[src/rtl/core/vlps_pkg.sv]
// ----------------------------------------------------------------------------
// vlps_pkg
// Shared constants, register indexes and helpers for the light pattern
// sequencer.
// ----------------------------------------------------------------------------
package vlps_pkg;

  // Payload field widths
  localparam int FRAME_ID_W  = 11;
  localparam int DLEN_W      = 4;
  localparam int CMD_BYTE_W  = 8;
  localparam int TIME_W      = 32;
  localparam int LED_IDX_W   = 5;
  localparam int COLOR_W     = 32;

  // Configuration port
  localparam int CFG_IDX_W   = 3;
  localparam int CFG_DATA_W  = 32;
  localparam int WDOG_W      = 16;
  localparam int TICK_W      = 8;

  localparam logic [CFG_IDX_W-1:0] REG_WDOG_LIMIT    = 3'd0;
  localparam logic [CFG_IDX_W-1:0] REG_HEAD_COLOR    = 3'd1;
  localparam logic [CFG_IDX_W-1:0] REG_RESP_LEFT     = 3'd2;
  localparam logic [CFG_IDX_W-1:0] REG_RESP_RIGHT    = 3'd3;
  localparam logic [CFG_IDX_W-1:0] REG_STEP_TICKS    = 3'd4;
  localparam logic [CFG_IDX_W-1:0] REG_HOLD_TICKS    = 3'd5;
  localparam logic [CFG_IDX_W-1:0] REG_STROBE_PERIOD = 3'd6;
  localparam logic [CFG_IDX_W-1:0] REG_STROBE_ON     = 3'd7;

  // Register reset values
  localparam logic [WDOG_W-1:0]  RST_WDOG_LIMIT    = 16'd500;
  localparam logic [COLOR_W-1:0] RST_HEAD_COLOR    = 32'h00FF_0000;
  localparam logic [TICK_W-1:0]  RST_STEP_TICKS    = 8'd2;
  localparam logic [TICK_W-1:0]  RST_HOLD_TICKS    = 8'd6;
  localparam logic [TICK_W-1:0]  RST_STROBE_PERIOD = 8'd66;
  localparam logic [TICK_W-1:0]  RST_STROBE_ON     = 8'd6;

  // Item opcodes
  localparam logic OP_COMMAND = 1'b0;
  localparam logic OP_TICK    = 1'b1;

  // Command frame match
  localparam logic [FRAME_ID_W-1:0] CMD_FRAME_ID = 11'h660;

  // Command byte bit positions
  localparam int FLAG_HEADLIGHT = 0;
  localparam int FLAG_LEFT      = 1;
  localparam int FLAG_RIGHT     = 2;
  localparam int FLAG_BRAKE     = 4;
  localparam int FLAG_STROBE    = 5;
  localparam int FLAG_CUSTOM_LO = 6;
  localparam int FLAG_CUSTOM_HI = 7;

  // Packed W,R,G,B colors
  localparam logic [COLOR_W-1:0] COLOR_AMBER = 32'h00FF_6400;
  localparam logic [COLOR_W-1:0] COLOR_RED   = 32'h00FF_0000;
  localparam logic [COLOR_W-1:0] COLOR_WHITE = 32'hFF00_0000;
  localparam logic [COLOR_W-1:0] COLOR_OFF   = 32'h0000_0000;

  // Default string geometry and queue depth
  localparam int NUM_LEDS_DEF      = 32;
  localparam int FIRST_LIT_LED_DEF = 1;
  localparam int QUEUE_DEPTH       = 2;

  // Number of animated LEDs
  function automatic int span_leds(input int num_leds, input int first_lit);
    return (num_leds > first_lit) ? (num_leds - first_lit) : 0;
  endfunction

  // Counter width able to hold 0..span
  function automatic int cnt_width(input int num_leds, input int first_lit);
    return $clog2(span_leds(num_leds, first_lit) + 2);
  endfunction

endpackage

[src/rtl/core/vlps_in_if.sv]
// ----------------------------------------------------------------------------
// vlps_in_if
// Input item channel: valid/ready handshake with command and tick fields.
// ----------------------------------------------------------------------------
interface vlps_in_if;
  logic                              valid;
  logic                              ready;
  logic                              opcode;
  logic [vlps_pkg::FRAME_ID_W-1:0]   frame_id;
  logic                              extended_id;
  logic [vlps_pkg::DLEN_W-1:0]       data_length;
  logic [vlps_pkg::CMD_BYTE_W-1:0]   command_byte;
  logic [vlps_pkg::TIME_W-1:0]       now_ms;

  modport source (
    output valid, opcode, frame_id, extended_id, data_length, command_byte, now_ms,
    input  ready
  );
  modport sink (
    input  valid, opcode, frame_id, extended_id, data_length, command_byte, now_ms,
    output ready
  );
endinterface

[src/rtl/core/vlps_out_if.sv]
// ----------------------------------------------------------------------------
// vlps_out_if
// Result channel: one LED color per beat.
// ----------------------------------------------------------------------------
interface vlps_out_if;
  logic                              valid;
  logic                              ready;
  logic [vlps_pkg::LED_IDX_W-1:0]    led_index;
  logic [vlps_pkg::COLOR_W-1:0]      pixel_color;
  logic                              fault_code;
  logic                              last_led;

  modport source (
    output valid, led_index, pixel_color, fault_code, last_led,
    input  ready
  );
  modport sink (
    input  valid, led_index, pixel_color, fault_code, last_led,
    output ready
  );
endinterface

[src/rtl/core/vlps_fifo.sv]
// ----------------------------------------------------------------------------
// vlps_fifo
// Small register queue carrying frame descriptors from front to back end.
// ----------------------------------------------------------------------------
module vlps_fifo #(
  parameter int WIDTH = 8,
  parameter int DEPTH = vlps_pkg::QUEUE_DEPTH
) (
  input  logic             clk,
  input  logic             rst_n,
  input  logic             push,
  input  logic [WIDTH-1:0] wdata,
  output logic             full,
  input  logic             pop,
  output logic [WIDTH-1:0] rdata,
  output logic             empty
);

  localparam int PTR_W = (DEPTH > 1) ? $clog2(DEPTH) : 1;
  localparam int CNT_W = $clog2(DEPTH + 1);

  logic [WIDTH-1:0] mem_r [DEPTH];
  logic [PTR_W-1:0] wr_ptr_r, rd_ptr_r;
  logic [CNT_W-1:0] count_r;

  assign full  = (count_r == CNT_W'(DEPTH));
  assign empty = (count_r == '0);
  assign rdata = mem_r[rd_ptr_r];

  // Storage, no reset needed
  always_ff @(posedge clk) begin
    if (push && !full) begin
      mem_r[wr_ptr_r] <= wdata;
    end
  end

  // Pointers and fill count
  always_ff @(posedge clk) begin
    if (!rst_n) begin
      wr_ptr_r <= '0;
      rd_ptr_r <= '0;
      count_r  <= '0;
    end else begin
      if (push && !full) begin
        wr_ptr_r <= (wr_ptr_r == PTR_W'(DEPTH - 1)) ? '0 : wr_ptr_r + 1'b1;
      end
      if (pop && !empty) begin
        rd_ptr_r <= (rd_ptr_r == PTR_W'(DEPTH - 1)) ? '0 : rd_ptr_r + 1'b1;
      end
      if ((push && !full) && !(pop && !empty)) begin
        count_r <= count_r + 1'b1;
      end else if (!(push && !full) && (pop && !empty)) begin
        count_r <= count_r - 1'b1;
      end
    end
  end

endmodule

[src/rtl/core/vlps_front.sv]
// ----------------------------------------------------------------------------
// vlps_front
// Accepts items, holds configuration and latched command, checks the
// watchdog, advances the selected animation and queues a frame descriptor.
// ----------------------------------------------------------------------------
module vlps_front #(
  parameter int NUM_LEDS      = vlps_pkg::NUM_LEDS_DEF,
  parameter int FIRST_LIT_LED = vlps_pkg::FIRST_LIT_LED_DEF,
  parameter int DESC_W        = 1 + vlps_pkg::COLOR_W
                                + 2 * vlps_pkg::cnt_width(NUM_LEDS, FIRST_LIT_LED)
) (
  input  logic                             clk,
  input  logic                             rst_n,
  vlps_in_if.sink                          in_chan,
  input  logic                             cfg_we,
  input  logic [vlps_pkg::CFG_IDX_W-1:0]   cfg_index,
  input  logic [vlps_pkg::CFG_DATA_W-1:0]  cfg_wdata,
  input  logic                             q_full,
  output logic                             q_push,
  output logic [DESC_W-1:0]                q_data
);

  localparam int SPAN  = vlps_pkg::span_leds(NUM_LEDS, FIRST_LIT_LED);
  localparam int CNT_W = vlps_pkg::cnt_width(NUM_LEDS, FIRST_LIT_LED);
  localparam int TW    = vlps_pkg::TICK_W;
  localparam logic [CNT_W-1:0] SPAN_C  = CNT_W'(SPAN);
  localparam logic [CNT_W:0]   SPAN_CX = (CNT_W + 1)'(SPAN);

  // Turn animation phases
  localparam logic [1:0] TURN_FILLING    = 2'd0;
  localparam logic [1:0] TURN_HOLD_FULL  = 2'd1;
  localparam logic [1:0] TURN_EMPTYING   = 2'd2;
  localparam logic [1:0] TURN_HOLD_EMPTY = 2'd3;

  // Brake animation phases
  localparam logic [1:0] BRAKE_IDLE     = 2'd0;
  localparam logic [1:0] BRAKE_FILLING  = 2'd1;
  localparam logic [1:0] BRAKE_HELD     = 2'd2;
  localparam logic [1:0] BRAKE_EMPTYING = 2'd3;

  // Configuration registers
  logic [vlps_pkg::WDOG_W-1:0]  wdog_limit_r;
  logic [vlps_pkg::COLOR_W-1:0] head_color_r;
  logic                         resp_left_r, resp_right_r;
  logic [TW-1:0]                step_ticks_r, hold_ticks_r;
  logic [TW-1:0]                strobe_period_r, strobe_on_r;

  // Command and animation state
  logic [vlps_pkg::CMD_BYTE_W-1:0] flags_r, flags_nxt;
  logic [vlps_pkg::TIME_W-1:0]     last_time_r, last_time_nxt;
  logic [1:0]       turn_phase_r, turn_phase_nxt;
  logic [CNT_W-1:0] turn_fill_r, turn_fill_nxt, turn_empty_r, turn_empty_nxt;
  logic [TW-1:0]    turn_tick_r, turn_tick_nxt;
  logic [1:0]       brake_phase_r, brake_phase_nxt;
  logic [CNT_W-1:0] brake_fill_r, brake_fill_nxt, brake_empty_r, brake_empty_nxt;
  logic [TW-1:0]    brake_tick_r, brake_tick_nxt;
  logic [TW-1:0]    strobe_tick_r, strobe_tick_nxt;

  // Datapath temporaries
  logic                            accept, is_tick, frame_match, wdog_fault;
  logic                            brake_on, turn_on;
  logic [vlps_pkg::TIME_W-1:0]     age;
  logic [TW-1:0]                   t_tick, b_tick, s_tick;
  logic                            t_step_hit, t_hold_hit, b_step_hit;
  logic [CNT_W:0]                  t_fill_inc, t_empty_inc, b_fill_inc, b_empty_inc;
  logic                            d_fault;
  logic [vlps_pkg::COLOR_W-1:0]    d_color;
  logic [CNT_W-1:0]                d_lo, d_hi;

  assign in_chan.ready = !q_full;
  assign accept        = in_chan.valid && in_chan.ready;
  assign is_tick       = (in_chan.opcode == vlps_pkg::OP_TICK);
  assign frame_match   = !in_chan.extended_id
                         && (in_chan.frame_id == vlps_pkg::CMD_FRAME_ID)
                         && (in_chan.data_length != '0);

  // Watchdog age compare, modulo 2^32
  assign age        = in_chan.now_ms - last_time_r;
  assign wdog_fault = (age > {{(vlps_pkg::TIME_W - vlps_pkg::WDOG_W){1'b0}}, wdog_limit_r});

  assign brake_on = flags_r[vlps_pkg::FLAG_BRAKE];
  assign turn_on  = (resp_left_r && flags_r[vlps_pkg::FLAG_LEFT])
                    || (resp_right_r && flags_r[vlps_pkg::FLAG_RIGHT]);

  // Candidate counter steps
  assign t_tick      = turn_tick_r + 1'b1;
  assign b_tick      = brake_tick_r + 1'b1;
  assign t_step_hit  = (t_tick >= step_ticks_r);
  assign t_hold_hit  = (t_tick >= hold_ticks_r);
  assign b_step_hit  = (b_tick >= step_ticks_r);
  assign t_fill_inc  = {1'b0, turn_fill_r} + 1'b1;
  assign t_empty_inc = {1'b0, turn_empty_r} + 1'b1;
  assign b_fill_inc  = {1'b0, brake_fill_r} + 1'b1;
  assign b_empty_inc = {1'b0, brake_empty_r} + 1'b1;

  // Item handling and animation advance
  always_comb begin
    flags_nxt       = flags_r;
    last_time_nxt   = last_time_r;
    turn_phase_nxt  = turn_phase_r;
    turn_fill_nxt   = turn_fill_r;
    turn_empty_nxt  = turn_empty_r;
    turn_tick_nxt   = turn_tick_r;
    brake_phase_nxt = brake_phase_r;
    brake_fill_nxt  = brake_fill_r;
    brake_empty_nxt = brake_empty_r;
    brake_tick_nxt  = brake_tick_r;
    strobe_tick_nxt = strobe_tick_r;
    s_tick          = strobe_tick_r + 1'b1;
    d_fault         = 1'b0;
    d_color         = vlps_pkg::COLOR_OFF;
    d_lo            = '0;
    d_hi            = '0;

    if (accept && !is_tick) begin
      if (frame_match) begin
        flags_nxt     = in_chan.command_byte;
        last_time_nxt = in_chan.now_ms;
      end
    end else if (accept && is_tick) begin
      if (wdog_fault) begin
        d_fault = 1'b1;
      end else if (brake_on || (brake_phase_r != BRAKE_IDLE)) begin
        // Brake: fill while pressed, empty out after release
        brake_tick_nxt = b_tick;
        case (brake_phase_r)
          BRAKE_IDLE: begin
            if (brake_on) begin
              brake_phase_nxt = BRAKE_FILLING;
              brake_tick_nxt  = '0;
              brake_fill_nxt  = '0;
            end
          end
          BRAKE_FILLING: begin
            if (b_step_hit) begin
              brake_tick_nxt = '0;
              if (b_fill_inc >= SPAN_CX) begin
                brake_fill_nxt  = SPAN_C;
                brake_phase_nxt = BRAKE_HELD;
              end else begin
                brake_fill_nxt = b_fill_inc[CNT_W-1:0];
              end
            end
            if (!brake_on) begin
              brake_empty_nxt = SPAN_C - brake_fill_nxt;
              brake_phase_nxt = BRAKE_EMPTYING;
              brake_tick_nxt  = '0;
            end
          end
          BRAKE_HELD: begin
            if (!brake_on) begin
              brake_phase_nxt = BRAKE_EMPTYING;
              brake_tick_nxt  = '0;
              brake_empty_nxt = '0;
            end
          end
          default: begin
            if (b_step_hit) begin
              brake_tick_nxt = '0;
              if (b_empty_inc >= SPAN_CX) begin
                brake_phase_nxt = BRAKE_IDLE;
                brake_fill_nxt  = '0;
                brake_empty_nxt = '0;
              end else begin
                brake_empty_nxt = b_empty_inc[CNT_W-1:0];
              end
            end
            if (brake_on) begin
              brake_fill_nxt  = SPAN_C - brake_empty_nxt;
              brake_phase_nxt = BRAKE_FILLING;
              brake_tick_nxt  = '0;
            end
          end
        endcase
        d_color = vlps_pkg::COLOR_RED;
        case (brake_phase_nxt)
          BRAKE_FILLING:  d_hi = brake_fill_nxt;
          BRAKE_HELD:     d_hi = SPAN_C;
          BRAKE_EMPTYING: begin
            d_lo = brake_empty_nxt;
            d_hi = SPAN_C;
          end
          default:        d_color = vlps_pkg::COLOR_OFF;
        endcase
      end else if (turn_on) begin
        // Turn: fill, hold full, empty, hold empty
        turn_tick_nxt = t_tick;
        case (turn_phase_r)
          TURN_FILLING: begin
            if (t_step_hit) begin
              turn_tick_nxt = '0;
              if (t_fill_inc >= SPAN_CX) begin
                turn_fill_nxt  = SPAN_C;
                turn_phase_nxt = TURN_HOLD_FULL;
              end else begin
                turn_fill_nxt = t_fill_inc[CNT_W-1:0];
              end
            end
          end
          TURN_HOLD_FULL: begin
            if (t_hold_hit) begin
              turn_tick_nxt  = '0;
              turn_phase_nxt = TURN_EMPTYING;
            end
          end
          TURN_EMPTYING: begin
            if (t_step_hit) begin
              turn_tick_nxt = '0;
              if (t_empty_inc >= SPAN_CX) begin
                turn_empty_nxt = SPAN_C;
                turn_phase_nxt = TURN_HOLD_EMPTY;
              end else begin
                turn_empty_nxt = t_empty_inc[CNT_W-1:0];
              end
            end
          end
          default: begin
            if (t_hold_hit) begin
              turn_tick_nxt  = '0;
              turn_fill_nxt  = '0;
              turn_empty_nxt = '0;
              turn_phase_nxt = TURN_FILLING;
            end
          end
        endcase
        d_color = vlps_pkg::COLOR_AMBER;
        case (turn_phase_nxt)
          TURN_FILLING:   d_hi = turn_fill_nxt;
          TURN_HOLD_FULL: d_hi = SPAN_C;
          TURN_EMPTYING: begin
            d_lo = turn_empty_nxt;
            d_hi = SPAN_C;
          end
          default:        d_color = vlps_pkg::COLOR_OFF;
        endcase
      end else if (flags_r[vlps_pkg::FLAG_STROBE]) begin
        // Strobe: free-running period counter
        if (s_tick >= strobe_period_r) begin
          s_tick = '0;
        end
        strobe_tick_nxt = s_tick;
        d_hi    = SPAN_C;
        d_color = (s_tick < strobe_on_r) ? vlps_pkg::COLOR_WHITE : vlps_pkg::COLOR_OFF;
      end else if (flags_r[vlps_pkg::FLAG_HEADLIGHT]
                   || (flags_r[vlps_pkg::FLAG_CUSTOM_HI:vlps_pkg::FLAG_CUSTOM_LO] != '0)) begin
        d_hi    = SPAN_C;
        d_color = head_color_r;
      end
    end
  end

  assign q_push = accept && is_tick;
  assign q_data = {d_fault, d_color, d_lo, d_hi};

  // Configuration writes
  always_ff @(posedge clk) begin
    if (!rst_n) begin
      wdog_limit_r    <= vlps_pkg::RST_WDOG_LIMIT;
      head_color_r    <= vlps_pkg::RST_HEAD_COLOR;
      resp_left_r     <= 1'b1;
      resp_right_r    <= 1'b1;
      step_ticks_r    <= vlps_pkg::RST_STEP_TICKS;
      hold_ticks_r    <= vlps_pkg::RST_HOLD_TICKS;
      strobe_period_r <= vlps_pkg::RST_STROBE_PERIOD;
      strobe_on_r     <= vlps_pkg::RST_STROBE_ON;
    end else if (cfg_we) begin
      case (cfg_index)
        vlps_pkg::REG_WDOG_LIMIT:    wdog_limit_r    <= cfg_wdata[vlps_pkg::WDOG_W-1:0];
        vlps_pkg::REG_HEAD_COLOR:    head_color_r    <= cfg_wdata[vlps_pkg::COLOR_W-1:0];
        vlps_pkg::REG_RESP_LEFT:     resp_left_r     <= cfg_wdata[0];
        vlps_pkg::REG_RESP_RIGHT:    resp_right_r    <= cfg_wdata[0];
        vlps_pkg::REG_STEP_TICKS:    step_ticks_r    <= cfg_wdata[TW-1:0];
        vlps_pkg::REG_HOLD_TICKS:    hold_ticks_r    <= cfg_wdata[TW-1:0];
        vlps_pkg::REG_STROBE_PERIOD: strobe_period_r <= cfg_wdata[TW-1:0];
        vlps_pkg::REG_STROBE_ON:     strobe_on_r     <= cfg_wdata[TW-1:0];
        default: ;
      endcase
    end
  end

  // Command and animation state
  always_ff @(posedge clk) begin
    if (!rst_n) begin
      flags_r       <= '0;
      last_time_r   <= '0;
      turn_phase_r  <= TURN_FILLING;
      turn_fill_r   <= '0;
      turn_empty_r  <= '0;
      turn_tick_r   <= '0;
      brake_phase_r <= BRAKE_IDLE;
      brake_fill_r  <= '0;
      brake_empty_r <= '0;
      brake_tick_r  <= '0;
      strobe_tick_r <= '0;
    end else begin
      flags_r       <= flags_nxt;
      last_time_r   <= last_time_nxt;
      turn_phase_r  <= turn_phase_nxt;
      turn_fill_r   <= turn_fill_nxt;
      turn_empty_r  <= turn_empty_nxt;
      turn_tick_r   <= turn_tick_nxt;
      brake_phase_r <= brake_phase_nxt;
      brake_fill_r  <= brake_fill_nxt;
      brake_empty_r <= brake_empty_nxt;
      brake_tick_r  <= brake_tick_nxt;
      strobe_tick_r <= strobe_tick_nxt;
    end
  end

endmodule

[src/rtl/core/vlps_back.sv]
// ----------------------------------------------------------------------------
// vlps_back
// Expands one frame descriptor into one color beat per LED through an
// output register.
// ----------------------------------------------------------------------------
module vlps_back #(
  parameter int NUM_LEDS      = vlps_pkg::NUM_LEDS_DEF,
  parameter int FIRST_LIT_LED = vlps_pkg::FIRST_LIT_LED_DEF,
  parameter int DESC_W        = 1 + vlps_pkg::COLOR_W
                                + 2 * vlps_pkg::cnt_width(NUM_LEDS, FIRST_LIT_LED)
) (
  input  logic              clk,
  input  logic              rst_n,
  input  logic              q_empty,
  input  logic [DESC_W-1:0] q_data,
  output logic              q_pop,
  vlps_out_if.source        out_chan
);

  localparam int CNT_W = vlps_pkg::cnt_width(NUM_LEDS, FIRST_LIT_LED);
  localparam int IDX_W = $clog2(NUM_LEDS);
  localparam int CMP_W = $clog2(NUM_LEDS + FIRST_LIT_LED + 1);

  logic [IDX_W-1:0]               idx_r;
  logic                           out_valid_r;
  logic [vlps_pkg::LED_IDX_W-1:0] led_index_r;
  logic [vlps_pkg::COLOR_W-1:0]   pixel_color_r;
  logic                           fault_r, last_r;

  logic                           d_fault;
  logic [vlps_pkg::COLOR_W-1:0]   d_color;
  logic [CNT_W-1:0]               d_lo, d_hi;
  logic [CMP_W-1:0]               pos, lo_abs, hi_abs;
  logic                           advance, at_last, lit;

  assign {d_fault, d_color, d_lo, d_hi} = q_data;

  // Position test against the lit window
  assign pos     = CMP_W'(idx_r);
  assign lo_abs  = CMP_W'(d_lo) + CMP_W'(FIRST_LIT_LED);
  assign hi_abs  = CMP_W'(d_hi) + CMP_W'(FIRST_LIT_LED);
  assign lit     = (pos >= lo_abs) && (pos < hi_abs);

  assign advance = !q_empty && (!out_valid_r || out_chan.ready);
  assign at_last = (idx_r == IDX_W'(NUM_LEDS - 1));
  assign q_pop   = advance && at_last;

  assign out_chan.valid       = out_valid_r;
  assign out_chan.led_index   = led_index_r;
  assign out_chan.pixel_color = pixel_color_r;
  assign out_chan.fault_code  = fault_r;
  assign out_chan.last_led    = last_r;

  // LED counter and output valid
  always_ff @(posedge clk) begin
    if (!rst_n) begin
      idx_r       <= '0;
      out_valid_r <= 1'b0;
    end else begin
      if (advance) begin
        idx_r       <= at_last ? '0 : idx_r + 1'b1;
        out_valid_r <= 1'b1;
      end else if (out_chan.ready) begin
        out_valid_r <= 1'b0;
      end
    end
  end

  // Output payload
  always_ff @(posedge clk) begin
    if (advance) begin
      led_index_r   <= vlps_pkg::LED_IDX_W'(idx_r);
      pixel_color_r <= lit ? d_color : vlps_pkg::COLOR_OFF;
      fault_r       <= d_fault;
      last_r        <= at_last;
    end
  end

endmodule

[src/rtl/core/vehicle_light_pattern_sequencer.sv]
// ----------------------------------------------------------------------------
// vehicle_light_pattern_sequencer
// Light pattern sequencer for a string of addressable LEDs.
// ----------------------------------------------------------------------------
// A command item (opcode 0) yields no beats; a matching frame latches the
// flag byte and its time. A frame tick (opcode 1) is classified in the cycle
// it is accepted: watchdog check, pattern choice and animation step, and a
// frame descriptor is queued. The back end then emits NUM_LEDS beats, one LED
// per cycle while out_chan.ready stays high, in index order with last_led on
// the final one; that single emitter sets the sustained rate. The first beat
// of a tick passes through the descriptor queue and then the output register.
// A two-entry descriptor queue lets the input side keep accepting while the
// output side stalls; input ready drops only while the queue is full.
module vehicle_light_pattern_sequencer #(
  parameter int NUM_LEDS      = vlps_pkg::NUM_LEDS_DEF,
  parameter int FIRST_LIT_LED = vlps_pkg::FIRST_LIT_LED_DEF
) (
  input  logic                             clk,
  input  logic                             rst_n,
  vlps_in_if.sink                          in_chan,
  vlps_out_if.source                       out_chan,
  input  logic                             cfg_we,
  input  logic [vlps_pkg::CFG_IDX_W-1:0]   cfg_index,
  input  logic [vlps_pkg::CFG_DATA_W-1:0]  cfg_wdata
);

  localparam int DESC_W = 1 + vlps_pkg::COLOR_W
                          + 2 * vlps_pkg::cnt_width(NUM_LEDS, FIRST_LIT_LED);

  logic              q_push, q_full, q_pop, q_empty;
  logic [DESC_W-1:0] q_wdata, q_rdata;

  // Front end: accept, classify, animate
  vlps_front #(
    .NUM_LEDS      (NUM_LEDS),
    .FIRST_LIT_LED (FIRST_LIT_LED),
    .DESC_W        (DESC_W)
  ) u_front (
    .clk       (clk),
    .rst_n     (rst_n),
    .in_chan   (in_chan),
    .cfg_we    (cfg_we),
    .cfg_index (cfg_index),
    .cfg_wdata (cfg_wdata),
    .q_full    (q_full),
    .q_push    (q_push),
    .q_data    (q_wdata)
  );

  // Descriptor queue
  vlps_fifo #(
    .WIDTH (DESC_W),
    .DEPTH (vlps_pkg::QUEUE_DEPTH)
  ) u_fifo (
    .clk   (clk),
    .rst_n (rst_n),
    .push  (q_push),
    .wdata (q_wdata),
    .full  (q_full),
    .pop   (q_pop),
    .rdata (q_rdata),
    .empty (q_empty)
  );

  // Back end: per-LED emitter
  vlps_back #(
    .NUM_LEDS      (NUM_LEDS),
    .FIRST_LIT_LED (FIRST_LIT_LED),
    .DESC_W        (DESC_W)
  ) u_back (
    .clk      (clk),
    .rst_n    (rst_n),
    .q_empty  (q_empty),
    .q_data   (q_rdata),
    .q_pop    (q_pop),
    .out_chan (out_chan)
  );

endmodule
[src/flat_wrapper.sv]
// flat-port wrapper written by rule: the top's interface ports become plain ports
module vehicle_light_pattern_sequencer_flat 
#(
  parameter int NUM_LEDS      = vlps_pkg::NUM_LEDS_DEF,
  parameter int FIRST_LIT_LED = vlps_pkg::FIRST_LIT_LED_DEF
)
  (clk, rst_n, cfg_we, cfg_index, cfg_wdata, in_chan_valid, in_chan_opcode, in_chan_frame_id, in_chan_extended_id, in_chan_data_length, in_chan_command_byte, in_chan_now_ms, in_chan_ready, out_chan_valid, out_chan_led_index, out_chan_pixel_color, out_chan_fault_code, out_chan_last_led, out_chan_ready);
  vlps_in_if in_chan_i ();
  vlps_out_if out_chan_i ();
  input  logic clk;
  input  logic rst_n;
  input  logic cfg_we;
  input  logic [vlps_pkg::CFG_IDX_W-1:0] cfg_index;
  input  logic [vlps_pkg::CFG_DATA_W-1:0] cfg_wdata;
  input wire logic [$bits(in_chan_i.valid)-1:0] in_chan_valid;
  input wire logic [$bits(in_chan_i.opcode)-1:0] in_chan_opcode;
  input wire logic [$bits(in_chan_i.frame_id)-1:0] in_chan_frame_id;
  input wire logic [$bits(in_chan_i.extended_id)-1:0] in_chan_extended_id;
  input wire logic [$bits(in_chan_i.data_length)-1:0] in_chan_data_length;
  input wire logic [$bits(in_chan_i.command_byte)-1:0] in_chan_command_byte;
  input wire logic [$bits(in_chan_i.now_ms)-1:0] in_chan_now_ms;
  output wire logic [$bits(in_chan_i.ready)-1:0] in_chan_ready;
  output wire logic [$bits(out_chan_i.valid)-1:0] out_chan_valid;
  output wire logic [$bits(out_chan_i.led_index)-1:0] out_chan_led_index;
  output wire logic [$bits(out_chan_i.pixel_color)-1:0] out_chan_pixel_color;
  output wire logic [$bits(out_chan_i.fault_code)-1:0] out_chan_fault_code;
  output wire logic [$bits(out_chan_i.last_led)-1:0] out_chan_last_led;
  input wire logic [$bits(out_chan_i.ready)-1:0] out_chan_ready;
  assign in_chan_i.valid = in_chan_valid;
  assign in_chan_i.opcode = in_chan_opcode;
  assign in_chan_i.frame_id = in_chan_frame_id;
  assign in_chan_i.extended_id = in_chan_extended_id;
  assign in_chan_i.data_length = in_chan_data_length;
  assign in_chan_i.command_byte = in_chan_command_byte;
  assign in_chan_i.now_ms = in_chan_now_ms;
  assign in_chan_ready = in_chan_i.ready;
  assign out_chan_valid = out_chan_i.valid;
  assign out_chan_led_index = out_chan_i.led_index;
  assign out_chan_pixel_color = out_chan_i.pixel_color;
  assign out_chan_fault_code = out_chan_i.fault_code;
  assign out_chan_last_led = out_chan_i.last_led;
  assign out_chan_i.ready = out_chan_ready;
  vehicle_light_pattern_sequencer #(.NUM_LEDS(NUM_LEDS), .FIRST_LIT_LED(FIRST_LIT_LED)) u_core (.clk(clk), .rst_n(rst_n), .in_chan(in_chan_i), .out_chan(out_chan_i), .cfg_we(cfg_we), .cfg_index(cfg_index), .cfg_wdata(cfg_wdata));
endmodule
[config.mk]
export PLATFORM = sky130hd
export DESIGN_NAME = vehicle_light_pattern_sequencer_flat
export DESIGN_NICKNAME = d
export VERILOG_FILES = /design/src/rtl/core/vlps_pkg.sv /design/src/rtl/core/vlps_in_if.sv /design/src/rtl/core/vlps_out_if.sv /design/src/rtl/core/vlps_fifo.sv /design/src/rtl/core/vlps_front.sv /design/src/rtl/core/vlps_back.sv /design/src/rtl/core/vehicle_light_pattern_sequencer.sv /design/src/flat_wrapper.sv
export SDC_FILE = /design/constraint.sdc
export NUM_CORES = 1
export LEC_CHECK = 0
export ABC_CLOCK_PERIOD_IN_PS = 10700
export BUFFER_PORTS_ARGS = -buffer_cell sky130_fd_sc_hd__buf_2
export CORE_MARGIN = 2
export CORE_UTILIZATION = 25
export DETAILED_ROUTE_END_ITERATION = 8
export GPL_TIMING_DRIVEN = 0
export PLACE_DENSITY = 0.45
export SKIP_LAST_GASP = 1
export SLEW_MARGIN = 20
export SYNTH_ARGS = -nofsm -noshare
export SYNTH_HDL_FRONTEND = slang
export SYNTH_SLANG_ARGS = --single-unit
[constraint.sdc]
create_clock -name clk -period 10.7 [get_ports clk]
set_clock_uncertainty 0.05 [all_clocks]
set_input_delay 0.535 -clock clk [delete_from_list [all_inputs] [get_ports clk]]
set_output_delay 0.535 -clock clk [all_outputs]
set_load 0.02 [all_outputs]
; After elaboration in Yosys (flattened, before gate mapping)
; Memory sizes are Yosys's and may differ from the RTL's. A register that Yosys moved wholly into a read port is not among the register bits.
; Cells that the tools add are included.
[word_totals]
inputBits = 97
n_memories = 1
register_bits = 223
out_inout_bits = 41
word_cells = 247
ram_bits = 90
[memory_table]
columns = memory, words, width, read_ports, rd_clocked_by_memory_dff, wr, line_no
row1 = u_core.u_fifo.mem_r, 2, 45, 1, 1, 1, vlps_fifo.sv:22  ; logic [WIDTH-1:0] mem_r [DEPTH];
[op_classes]
muxes = 111
bitwise_logic = 4
eq_ne = 19
add_sub_neg = 17
n_reduce_logical = 55
magnitude_cmp = 12
[op_table]
columns = operator, n
row1 = 32-bit two-way mux, 8
row2 = 6-bit two-way mux, 38
row3 = 8-bit two-way mux, 15
row4 = 2-bit two-way mux, 25
row5 = 24-bit two-way mux, 2
row6 = 6-bit case mux with 2 select lines, 4
row7 = 6-bit case mux with 3 select lines, 2
row8 = 8-bit >= comparator, 4
row9 = 32-bit by 16-bit greater-than comparator with 1-bit output, 1
row10 = 32-bit subtractor, 1
row11 = 6-bit by 1-bit adder with 7-bit output (second input constant), 4
row12 = 7-bit by 5-bit >= comparator with 1-bit output (second input constant), 4
row13 = 8-bit by 1-bit adder with 8-bit output (second input constant), 3
row14 = 8-bit case mux with 3 select lines, 1
row15 = 2-bit AND reduction, 9
row16 = 5-bit two-way mux, 3
row17 = 1-bit logical AND, 14
row18 = 6-bit by 1-bit adder with 6-bit output (second input constant), 2
row19 = 2-bit equality test (second input constant), 6
row20 = 3-bit equality test (second input constant), 4
row21 = 2-bit case mux with 3 select lines, 2
row22 = 5-bit by 6-bit subtractor with 6-bit output (first input constant), 2
row23 = 11-bit equality test (second input constant), 1
row24 = 1-bit two-way mux, 11
row25 = other kinds (23), 52

; Depth between registers and ports, before layout
; Gate-level depths: netlist of the first run.
[depth]
ltp_word = 18
ltp_mapped = 22
mapped_depth_nobuf = 20

; Modules after synthesis
; Synthesis of the first run repeated with hierarchy kept, for this count alone.
[unflattened]
hier_cells = 2040
area_unflattened_um2 = 18547.8
[modules_own_cells]
columns = mod, cells_per_inst, area_per_inst_um2, instances
row1 = vlps_front, 1683, 12702.2, 1
row2 = vlps_fifo, 165, 3478.3, 1
row3 = vlps_back, 192, 2367.3, 1

; Least setup slack after synthesis of the first run
; No wires, ideal clock.
[synth_timing]
kind = input port to flip-flop
startpoint = input in_chan_now_ms[0]
endpoint = memory u_core.u_fifo.mem_r[0][22] (netlist name) (data pin)
arrival_ps = 5097
path_stages = 21
path_slack_ps = 5311
n_path_buf = 1
required_ps = 10408
cell_sequence = inv_1 -> ha_1 -> inv_1 -> fa_1 -> a211oi_1 -> o21ai_1 -> o21ai_1 -> nand2_1 -> xor2_1 -> ha_1 -> a21oi_1 -> nand2_1 -> a221oi_1 -> a21oi_1 -> a211o_1 -> or4_1 -> or4_4 -> nor4_2 -> nand2_1 -> clkbuf_1 -> a2111oi_0
[synth_between]
elab_chain_cells = 5
[synth_lines]
columns = item, line_no
row1 = "start, declared", flat_wrapper.sv:21  ; input wire logic [$bits(in_chan_i.now_ms)-1:0] in_chan_now_ms;
row2 = 32-bit subtractor, vlps_front.sv:78  ; assign age = in_chan.now_ms - last_time_r;
row3 = 32-bit by 16-bit greater-than comparator with 1-bit output, vlps_front.sv:79  ; assign wdog_fault = (age > {{(vlps_pkg::TIME_W - vlps_pkg::WDOG_W){1'b0}}, wdog_limit_r});
row4 = 32-bit two-way mux, vlps_front.sv:121  ; if (wdog_fault) begin
row5 = 32-bit two-way mux, vlps_front.sv:120  ; end else if (accept && is_tick) begin
row6 = 32-bit two-way mux, vlps_front.sv:115  ; if (accept && !is_tick) begin
row7 = net u_core.q_wdata[22], vehicle_light_pattern_sequencer.sv:31  ; logic [DESC_W-1:0] q_wdata, q_rdata;
row8 = "end, declared", vlps_fifo.sv:22
; The timed path passes the listed nets, and every way through them passes these cells.

; Final worst setup path of the first run
[layout_timing]
startpoint = register u_core.u_front.last_time_r[0] (netlist name)
endpoint = memory u_core.u_fifo.mem_r[0][25] (netlist name) (data pin)
[layout_between]
elab_chain_cells = 5
[layout_lines]
columns = item, line_no
row1 = "start, declared", vlps_front.sv:50  ; logic [vlps_pkg::TIME_W-1:0] last_time_r, last_time_nxt;
row2 = "start signal, assigned", vlps_front.sv:297  ; last_time_r <= last_time_nxt;
row3 = 32-bit subtractor, vlps_front.sv:78
row4 = 32-bit by 16-bit greater-than comparator with 1-bit output, vlps_front.sv:79
row5 = 32-bit two-way mux, vlps_front.sv:121
row6 = 32-bit two-way mux, vlps_front.sv:120
row7 = 32-bit two-way mux, vlps_front.sv:115
row8 = net u_core.q_wdata[25], vehicle_light_pattern_sequencer.sv:31
; The timed path passes the listed nets, and every way through them passes these cells.

==> results of run 1 <==
[flip-flops by register name, indices dropped and copies added (netlist names), 2 cells and up, named ones only]
signal and cells:
u_core.u_front.turn_empty_r 6, u_core.u_front.brake_tick_r 8, u_core.u_front.strobe_tick_r 8, u_core.u_back.out_chan.pixel_color 32, u_core.u_front.brake_phase_r 2, u_core.u_front.step_ticks_r 8, u_core.u_front.brake_empty_r 6, u_core.u_front.last_time_r 32
u_core.u_back.idx_r 5, u_core.u_front.flags_r 7, u_core.u_front.strobe_period_r 8, u_core.u_front.strobe_on_r 8, u_core.u_front.wdog_limit_r 16, u_core.u_fifo.mem_r 90, u_core.u_front.brake_fill_r 6, u_core.u_front.turn_fill_r 6
u_core.u_fifo.count_r 2, u_core.u_front.head_color_r 32, u_core.u_front.turn_tick_r 8, u_core.u_front.turn_phase_r 2, u_core.u_back.out_chan.led_index 5, u_core.u_front.hold_ticks_r 8
[cell families (layout without fill, tap and decap cells)]
logic type / count (synthesis) / in the layout / share of synthesized area, %
mux: 61 / 61 / 3.44
compound gates: 523 / 523 / 18.3
buf+inv: 219 / 429 / 4.64
flops: 313 / 313 / 42.3
simple gates: 762 / 762 / 20.4
fa+ha+maj: 120 / 120 / 8.46
xor+xnor: 49 / 49 / 2.40
[power by group through the flow]
stage	Clock, mW	Combinational (mW)	Sequential, mW
floorplan	0	0.147	1.33
global route	1.40	0.306	1.29
CTS	1.35	0.278	1.29
global placement	0	0.268	1.32
detailed placement	0	0.277	1.32
finish	1.31	0.275	1.29
[final cells by class]
class / instances / area share, %
repair buffers: 141 / 3.60
clock inverters: 18 / 0.879
flip-flops and latches: 313 / 35.9
clock buffers: 51 / 5.08
plain buffers: 99 / 1.79
well taps: 940 / 5.58
inverters: 120 / 2.14
multi-input cells: 1515 / 45.1
[worst max-delay path by stage]
stage                                 end  slack (ps)  depth (start not counted)
2_1_floorplan  u_core.u_fifo.mem_r[0][22]        5310                         21
3_3_place_gp   u_core.u_fifo.mem_r[0][26]        3730                         22
3_5_place_dp   u_core.u_fifo.mem_r[0][26]        3530                         22
4_1_cts        u_core.u_fifo.mem_r[0][26]        3870                         20
5_1_grt        u_core.u_fifo.mem_r[1][26]        3580                         20
6_report       u_core.u_fifo.mem_r[0][25]        3900                         20
[cell usage in the layout (no fill, tap or decap), types with 25 or more instances in the layout]
cell,synthesis,final
xor2_1,25,25
nor2b_1,28,28
nor2_1,135,134
a21oi_1,216,216
nand3_1,61,61
nand4_1,27,27
o21ai_0,55,55
dfxtp_1,184,184
clkbuf_16,0,38
nor3_1,32,30
edfxtp_1,129,129
mux2i_1,58,58
ha_1,119,119
clkbuf_1,88,94
o21ai_1,35,35
buf_2,5,139
nand2b_1,28,28
nand2_1,331,331
o211ai_1,30,30
inv_1,116,115
[worst max-delay path, delay by kind of cell (launching register included)]
| family | cells | cell delay [ps] |
|---|---|---|
| and+or+nand+nor | 6 | 2080 |
| buffers and inverters | 3 | 500 |
| AOI/OAI and AO/OA | 7 | 2520 |
| xor gates and xnor gates | 1 | 320 |
| DFF | 1 | 310 |
| adders and majority gates | 3 | 710 |
[stage by stage]
stage / setup WS, ps / std cells / power [mW] / instance area (um^2) / hold WS (ps)
6_report: 3900 / 3197 / 2.87 / 21100 / 158
3_3_place_gp: 3730 / 3121 / 1.58 / 19700 / 385
2_1_floorplan: 5310 / 2047 / 1.48 / 17800 / 376
3_5_place_dp: 3530 / 3128 / 1.59 / 19800 / 395
5_1_grt: 3580 / 3197 / 3.00 / 21100 / 143
4_1_cts: 3870 / 3197 / 2.92 / 21100 / 130
[routing by layer]
layer | up-vias | wire length, um | track usage [%]
met1 | 7581 | 28900 | 22.4
met2 | 404 | 26100 | 24.8
li1 | 7731 | - | -
met5 | - | 0 | 0
met4 | 0 | 1220 | 4.35
met3 | 60 | 2950 | 2.44
==> summary.txt, run 1 <==
setup TNS - 0 ps
CTS tree - done
die width - 271 um
min-delay src - cfg_wdata[29]
H-tree Lvls - 2
Relative slew margins - 27.4%
Pleak - 7.78 nW
global route total overflow - 0
RSZ-0062 raised after global routing - no
Top Ports - 138
Startpoint Class - flop
Avg WL per Cell - 18.5 um
final antenna-violating net count - 0
type of the worst setup path - flop to flop
CP required - 10900 ps
r2r setup slk - 3900 ps
Net Sw Power - 749 uW
row count - 97
initial core utilization - 25.4%
CP max FO - 10
# diodes - 0
vias in the first global route - 15300
clk sinks - 313
cells after synthesis - 2047
actual slew at the worst max-slew pin - 1090 ps
clock power share - 45.6%
fraction of registers with async set or reset after synthesis - 0%
Clock Pin Slew Worst Setup and Hold Paths - 60 ps
die height - 271 um
syn_area_per_cell - 8.72 um^2
status - completed
R2R cell count - 20
ranking of synthesized cells by area - edfxtp_1 22%, dfxtp_1 21%, ha_1 8.3%
post_cts resized - 0
Multi-input gate area - 9500 um^2
switching share of power - 26.1%
Via density - 4.93
Slew Viols, Final - 0
cell area after synthesis - 17800 um^2
Seq. cell area - 7560 um^2
Mapped Nets - 2264
dominant synthesized flop cell - dfxtp_1
I/O Buffers - 134
CP arrival - 7000 ps
initial antenna violation count - 0
hold path depth - 3
cells along the critical path - ha_1 > inv_1 > fa_1 > a211oi_1 > o21ai_1 > nor2_1 > o41ai_1 > xor2_1 > ha_1 > nand4_1 > inv_1 > a221oi_1 > a21oi_1 > a211o_1 > or4_1 > or4_4 > nor4_2 > nand2_1 > clkbuf_1 > a2111oi_0
Vias - 15800
Crit. Startpoint - u_core.u_front.last_time_r[0]
CTS buffer count - 38
postcts setup bufs - 0
pwr dens - 136 nW/um^2
drt first pass iters - 5
CTS root buf - clkbuf_16
# nets final - 2445
FMAX - 0.147 GHz
Max Cap Viol - 0
Fillers - 7536
internal power - 2.13 mW
Peak VDD IR - 0.0993 mV
Total GRT Usage - 15.8%
deepest clock path buffer count - 3
cell taking the most area after synthesis - edfxtp_1
Critical Path Max Stage Delay - 780 ps
P&R area growth vs syn - 18.1%
number of synthesized flops with an enable pin - 129
Yosys warning count - 0
crit share post-route - 63.6%
FF+latch count, synth - 313
layout cells sized above 1 - 10.6%
maximum number of pins on one net before global-route repair - 46
post-synth cell types - 87
RR Endpoint - u_core.u_fifo.mem_r[0][25]
most frequent cell after synthesis - nand2_1
Worst Hold Endpoint - u_core.u_front.head_color_r[29]
Final setup viols - 0
Comb pwr share - 9.6%
critical path capture point type - flop
reg2reg start - u_core.u_front.last_time_r[0]
Final min period - 6800 ps
gpl congestion - 0.902
Slowest cell on crit path - a2111oi_0
hold buffer count at CTS - 0
class of the worst hold path - input port to flop
Placeable Area - 70400 um^2
Final HPWL DP - 45200 um
DIE AREA - 73500 um^2
post-synth top area share - 21.7%
Fin. Hold Viols - 0
part of the power in registers - 44.8%
initial DRC count - 1088
register area share after synthesis - 42.3%
final core occ - 29.9%
most frequent cells after synthesis - 331 x nand2_1, 216 x a21oi_1, 184 x dfxtp_1, 135 x nor2_1, 129 x edfxtp_1
final wirelength - 59200 um
first-pass GRT wire length - 90900 um
Residual DRC - 0
Clock Latency Late Sink - 580 ps
Note: power is estimated with default switching activity, not from simulation.
==> run 2, diff against run 1 <==
- ABC_AREA: not set -> 1
- ABC_CLOCK_PERIOD_IN_PS: 10700 -> 6020
- PLACE_DENSITY: 0.45 -> 0.46
- clock period: 10.7 -> 6.02 ns (I/O delays scaled with it)
==> run 2 against run 1 <==
  * Hold slack worse by 150 ps
  * Clock power up 78%
  * Global-route usage fell by 0.58 points
  * Clock-buffer cell count increased by 4
  * Register-to-register slack lost 2600 ps
  * Largest power group unchanged
  * Critical endpoint is now u_core.u_fifo.mem_r[0][31]
==> summary.txt, run 2 <==
status - completed
hold path depth - 3 (unchanged)
Peak VDD IR - 0.166 mV (+67%)
reg2reg start - u_core.u_front.strobe_tick_r[0]
crit share post-route - 79.8%
fraction of registers with async set or reset after synthesis - 0% (unchanged)
Avg WL per Cell - 15.5 um (-16%)
RSZ-0062 raised after global routing - no
first-pass GRT wire length - 89400 um (-1.6%)
FF+latch count, synth - 313 (unchanged)
Hold WS - 7.17 ps (-150 ps)
RR Endpoint - u_core.u_fifo.mem_r[0][40]
cell area after synthesis - 18400 um^2 (+3.4%)
setup TNS - 0 ps (unchanged)
maximum number of pins on one net before global-route repair - 24 (-48%)
vias in the first global route - 15700 (+2.7%)
commonest non-fill, non-tap cell in the layout - nand2_1
CP required - 6370 ps (-4530 ps)
dpl ws - 1080 ps (-2450 ps)
Fin. Hold Viols - 0 (unchanged)
number of synthesized flops with an enable pin - 129 (unchanged)
Placeable Area - 73000 um^2 (+3.6%)
Vias - 16300 (+3.6%)
initial DRC count - 1005 (-7.6%)
Clock Pin Slew Worst Setup and Hold Paths - 60 ps (about the same)
Relative slew margins - 26.5% (-0.86 points)
CP max FO - 10 (unchanged)
final wirelength - 57800 um (-2.3%)
actual slew at the worst max-slew pin - 1100 ps (+12.9 ps)
# diodes - 0 (unchanged)
Final HPWL DP - 44800 um (-1.0%)
Critical Path Max Stage Delay - 540 ps (-240 ps)
Worst Hold Endpoint - u_core.u_front.flags_r[1]
Final setup viols - 0 (unchanged)
post-synth top area share - 21.0% (-0.70 points)
Yosys warning count - 0 (unchanged)
Via density - 4.39 (-11%)
Residual DRC - 0 (unchanged)
most frequent cells after synthesis - 544 x nand2_1, 398 x inv_1, 302 x nor2_1, 184 x dfxtp_1, 183 x o21ai_0
die width - 276 um (+1.6%)
CTS buffer count - 39 (+2.6%)
cells after synthesis - 2488 (+22%)
layout cells sized above 1 - 9.09% (-1.5 points)
Max Cap Viol - 0 (unchanged)
Startpoint Class - input port
Mapped Nets - 2705 (+19%)
Fillers - 7893 (+4.7%)
Top Ports - 138 (unchanged)
DIE AREA - 76000 um^2 (+3.3%)
most frequent cell after synthesis - nand2_1
post_cts resized - 0 (unchanged)
R2R cell count - 17 (-15%)
dominant synthesized flop cell - dfxtp_1
most frequent cells in the layout - 544 x nand2_1, 398 x inv_1, 300 x nor2_1
CTS tree - done
Final min period - 4810 ps
final antenna-violating net count - 0 (unchanged)
global route total overflow - 0 (unchanged)
ranking of synthesized cells by area - edfxtp_1 21%, dfxtp_1 20%, nand2_1 11%
class of the worst hold path - input port to flop
post-synth cell types - 59 (-32%)
initial core utilization - 25.3% (-0.072 points)
P&R area growth vs syn - 21.3%
H-tree Lvls - 2 (unchanged)
r2r setup slk - 1330 ps (-2570 ps)
clk sinks - 313 (unchanged)
max reg flops - 90 (unchanged)
row count - 99 (+2.1%)
CP arrival - 5150 ps (-1850 ps)
Total GRT Usage - 15.2% (-0.58 points)
final setup margin - 1210 ps (-2680 ps)
I/O Buffers - 135 (+0.75%)
FMAX - 0.208 GHz
Slew Viols, Final - 0 (unchanged)
critical path capture point type - flop
Largest Register - u_core.u_fifo.mem_r
CP dominant cell by count - nand2_1
Clock Latency Late Sink - 570 ps (about the same)
initial antenna violation count - 1 (+1)
syn_area_per_cell - 7.41 um^2 (-15%)
cell taking the most area after synthesis - edfxtp_1
type of the worst setup path - input port to flop
register area share after synthesis - 41.0% (-1.4 points)
Pleak - 10.2 nW (+32%)
deepest clock path buffer count - 3 (unchanged)
hold buffer count at CTS - 59 (+59)
postcts setup bufs - 0 (unchanged)
pwr dens - 234 nW/um^2 (+72%)
Slowest cell on crit path - nor3_1
CTS root buf - clkbuf_16
die height - 276 um (+1.6%)
min-delay src - in_chan_command_byte[1]
# nets final - 2948 (+21%)
gpl congestion - 0.871 (-3.4%)
drt first pass iters - 5 (unchanged)
==> run 2: cell types whose count changed after synthesis, moves of 31 or more <==
cell	before	now
nor2_1	135	302
nand3_1	61	108
o21ai_1	35	3
a21oi_1	216	182
nand2_1	331	544
clkbuf_1	88	57
inv_1	116	398
o21ai_0	55	183
==> run 2: power breakdown <==
part	switching, mW	leakage (nW)	internal, mW	total, mW
sequential	0.0269	2.66	2.29	2.31
clock	0.989	0.612	1.34	2.33
combinational	0.377	6.97	0.210	0.587
total	1.39	10.2	3.84	5.23
==> run 2: stage by stage <==
| step | utilization (%) | instance area (um^2) | total power [mW] | std cells |
|---|---|---|---|---|
| after floorplan | - | 18400 | 2.70 | 2488 |
| after global placement | 27.9 | 20300 | 2.91 | 3582 |
| after detailed placement | 28.1 | 20500 | 2.93 | 3590 |
| after CTS | 30.7 | 22400 | 5.32 | 3721 |
| after global routing | 30.7 | 22400 | 5.48 | 3721 |
| final | 30.7 | 22400 | 5.23 | 3721 |
==> run 2: worst max-delay path by stage <==
stage,start,endpoint,cells after the start
final,in_chan_now_ms[0],u_core.u_fifo.mem_r[0][31],25
after global routing,in_chan_now_ms[0],u_core.u_fifo.mem_r[1][29],25
after CTS,in_chan_now_ms[0],u_core.u_fifo.mem_r[0][31],25
after detailed placement,in_chan_now_ms[0],u_core.u_fifo.mem_r[0][31],24
after global placement,out_chan_ready,u_core.u_fifo.count_r[1],9
after floorplan,u_core.u_back.out_chan.valid,u_core.u_fifo.count_r[1],9
==> run 2: layout make-up <==
type | count | area [um^2] | share of cell area [%]
Clock inverter | 17 | 153 | 0.682
Inverter | 410 | 1540 | 6.88
Sequential cell | 313 | 7560 | 33.8
Buffer | 69 | 275 | 1.23
Timing Repair Buffer | 202 | 1420 | 6.36
Tap cell | 959 | 1200 | 5.36
Multi-Input combinational cell | 1696 | 9120 | 40.7
Clock buffer | 55 | 1110 | 4.95
==> run 2: worst max-delay path, delay by kind of cell <==
kind / cells / cell delay, ps
AOI/OAI and AO/OA: 2 / 430
xor gates and xnor gates: 1 / 190
and+or+nand+nor: 14 / 2170
buffers and inverters: 5 / 1130
adders and majority gates: 3 / 910
==> run 2: cells by family (layout without fill, tap and decap cells) <==
| kind of cell | count (synthesis) | in the layout | share of synthesized area [%] |
|---|---|---|---|
| xor gates and xnor gates | 47 | 47 | 2.23 |
| buffers and inverters | 479 | 753 | 9.84 |
| and+or+nand+nor | 1058 | 1058 | 24.0 |
| AOI/OAI and AO/OA | 431 | 431 | 12.6 |
| DFF | 313 | 313 | 41.0 |
| adders and majority gates | 120 | 120 | 8.18 |
| muxes | 40 | 40 | 2.20 |
==> run 2: layer usage <==
layer | wire [um] | GRT usage (%) | share of wire [%]
met5 | 0 | 0 | 0
met4 | 1440 | 4.25 | 2.5
met3 | 2600 | 2.37 | 4.5
met2 | 25800 | 24.7 | 45
met1 | 28000 | 20.8 | 48
==> run 3, diff against run 2 <==
- ABC_CLOCK_PERIOD_IN_PS: 6020 -> 4700
- PLACE_DENSITY: 0.46 -> 0.45
- clock period: 6.02 -> 4.7 ns (I/O delays scaled with it)
==> run 3 against run 2 <==
  * Utilization rose by 0.38 points
  * Clock-buffer cell count up 4
  * Critical path depth fell by 2
  * Clock power grew 33%
  * Worst setup slack worse by 860 ps
  * Global-route usage shrank 0.14 points
  * Highest routed layer unchanged
  * Routed wire length is essentially flat
  * Die area unchanged
  * Via count increased by 0.78%
  * Non-clock buffer count rose by 13
  * Flip-flop and latch count unchanged
==> summary.txt, run 3 (synthesis results as in run 2) <==
crit share post-route - 92.4%
final antenna-violating net count - 0 (unchanged)
drt first pass iters - 5 (unchanged)
Peak VDD IR - 0.241 mV (+45%)
final core occ - 31.0% (+0.38 points)
Max Cap Viol - 0 (unchanged)
Clock Pin Slew Worst Setup and Hold Paths - 60 ps (about the same)
I/O Buffers - 135 (unchanged)
RSZ-0062 raised after global routing - no
initial antenna violation count - 1 (unchanged)
# nets final - 2961 (+0.44%)
Final HPWL DP - 44800 um (about the same)
dpl ws - -117 ps (-1200 ps)
placed cells - 3589 (-0.028%)
Vias - 16500 (+0.78%)
Final setup viols - 0 (unchanged)
vias in the first global route - 15700 (+0.044%)
CTS root buf - clkbuf_16
Placeable Area - 73000 um^2 (unchanged)
maximum number of pins on one net before global-route repair - 20 (-17%)
Via density - 4.41 (+0.43%)
# diodes - 0 (unchanged)
Residual DRC - 0 (unchanged)
FMAX - 0.230 GHz
Final min period - 4340 ps
Fillers - 7994 (+1.3%)
Clock Latency Late Sink - 570 ps (about the same)
first-pass GRT wire length - 88500 um (-1.0%)
Startpoint Class - flop
Slew Viols, Final - 0 (unchanged)
DIE AREA - 76000 um^2 (unchanged)
Fin. Hold Viols - 0 (unchanged)
Design Power - 6.81 mW (+30%)
Total GRT Usage - 15.1% (-0.14 points)
Slowest cell on crit path - nor2_2
row count - 99 (unchanged)
Hold WS - 24.3 ps (+17.1 ps)
status - completed
die height - 276 um (unchanged)
most frequent cells in the layout - 543 x nand2_1, 398 x inv_1, 298 x nor2_1
deepest clock path buffer count - 3 (unchanged)
Top Layer Used - met4
setup TNS - 0 ps (unchanged)
commonest non-fill, non-tap cell in the layout - nand2_1
CTS tree - done
Top Ports - 138 (unchanged)
met3 wire length - 2960 um (+14%)
Placed Area - 20500 um^2 (about the same)
Pleak - 10.3 nW (+0.94%)
H-tree Lvls - 2 (unchanged)
Avg WL per Cell - 15.5 um (-0.42%)
Largest Register - u_core.u_fifo.mem_r
CP max FO - 10 (unchanged)
met2 wire length - 26600 um (+3.2%)
layout cells sized above 1 - 9.66% (+0.57 points)
clk sinks - 313 (unchanged)
cells along the critical path - ha_1 > inv_1 > fa_2 > nand2_1 > nand2_1 > nand3_1 > nand2_1 > nand2_1 > nand2_1 > xor2_1 > ha_1 > nand2_1 > nor3_2 > nand4_1 > nand2_1 > nand3_1 > nor2_1 > nand3_1 > nor2_2 > nand3_2 > buf_2 > nor2_1 > nor2_1
class of the worst hold path - input port to flop
type of the worst setup path - flop to flop
non-filler cells, final - 3734 (+0.35%)
CP arrival - 4760 ps (-390 ps)
global route total overflow - 0 (unchanged)
CTS buffer count - 39 (unchanged)
CP dominant cell by count - nand2_1
final wirelength - 57800 um (about the same)
die width - 276 um (unchanged)
critical path capture point type - flop
max reg flops - 90 (unchanged)
initial DRC count - 866 (-14%)
P&R area growth vs syn - 22.8%
final setup margin - 356 ps (-858 ps)
CP required - 5120 ps (-1250 ps)
gpl congestion - 0.897 (+3.0%)
Critical Path Max Stage Delay - 480 ps (-60 ps)
Relative slew margins - 28.8% (+2.3 points)
cell area after layout - 22700 um^2 (+1.2%)
actual slew at the worst max-slew pin - 1070 ps (-34.1 ps)
initial core utilization - 25.3% (unchanged)
met1 wire length - 27000 um (-3.4%)
pwr dens - 301 nW/um^2 (+29%)
==> run 3: worst paths after layout <==
check                           cells after the start                            start  slack, ps                               to
worst max-delay path                               23    u_core.u_front.last_time_r[0]        360   u_core.u_front.brake_fill_r[4]
worst min-delay path                                3                     cfg_wdata[2]         20   u_core.u_front.head_color_r[2]
worst max register to register                     23    u_core.u_front.last_time_r[0]        360   u_core.u_front.brake_fill_r[4]
worst min register to register                      2  u_core.u_front.head_color_r[29]        400  u_core.u_front.head_color_r[29]
==> run 3: worst max-delay path, delay by kind of cell, from the launching register on <==
family                   cells  cell delay (ps)
XOR/XNOR                     1              200
adder cells (fa/ha/maj)      3              840
buffers and inverters        2              390
flip-flops                   1              320
AND/OR/NAND/NOR             17             2460
==> run 3: area by class of cell <==
type | instances | area, um^2 | area share, %
tap | 959 | 1200 | 5.30
inverter | 410 | 1540 | 6.79
timing repair buffer | 215 | 1560 | 6.90
multi-input combinational | 1696 | 9210 | 40.6
sequential | 313 | 7560 | 33.4
clock inverter | 13 | 176 | 0.779
buffer | 69 | 277 | 1.22
clock buffer | 59 | 1130 | 5.00
==> run 3: power by group <==
part / leakage, nW / switching [mW] / internal, mW
Sequential: 2.66 / 0.0344 / 2.93
Combinational: 7.04 / 0.485 / 0.276
Clock: 0.637 / 1.25 / 1.84
Total: 10.3 / 1.76 / 5.05
==> run 3: routing by layer <==
layer | track usage, % | vias to the layer above
met5 | 0 | -
met4 | 3.98 | 0
met3 | 2.15 | 68
met2 | 25.5 | 335
met1 | 20.1 | 7461
li1 | - | 8602
==> run 3: what timing repair did <==
action                                 CTS  global route
hold buffers                            68             0
endpoints found under the hold margin   75             0
setup buffers                            0             5
setup endpoints to repair               10           124
gates resized for setup                  1            21
pin swaps                                0             2
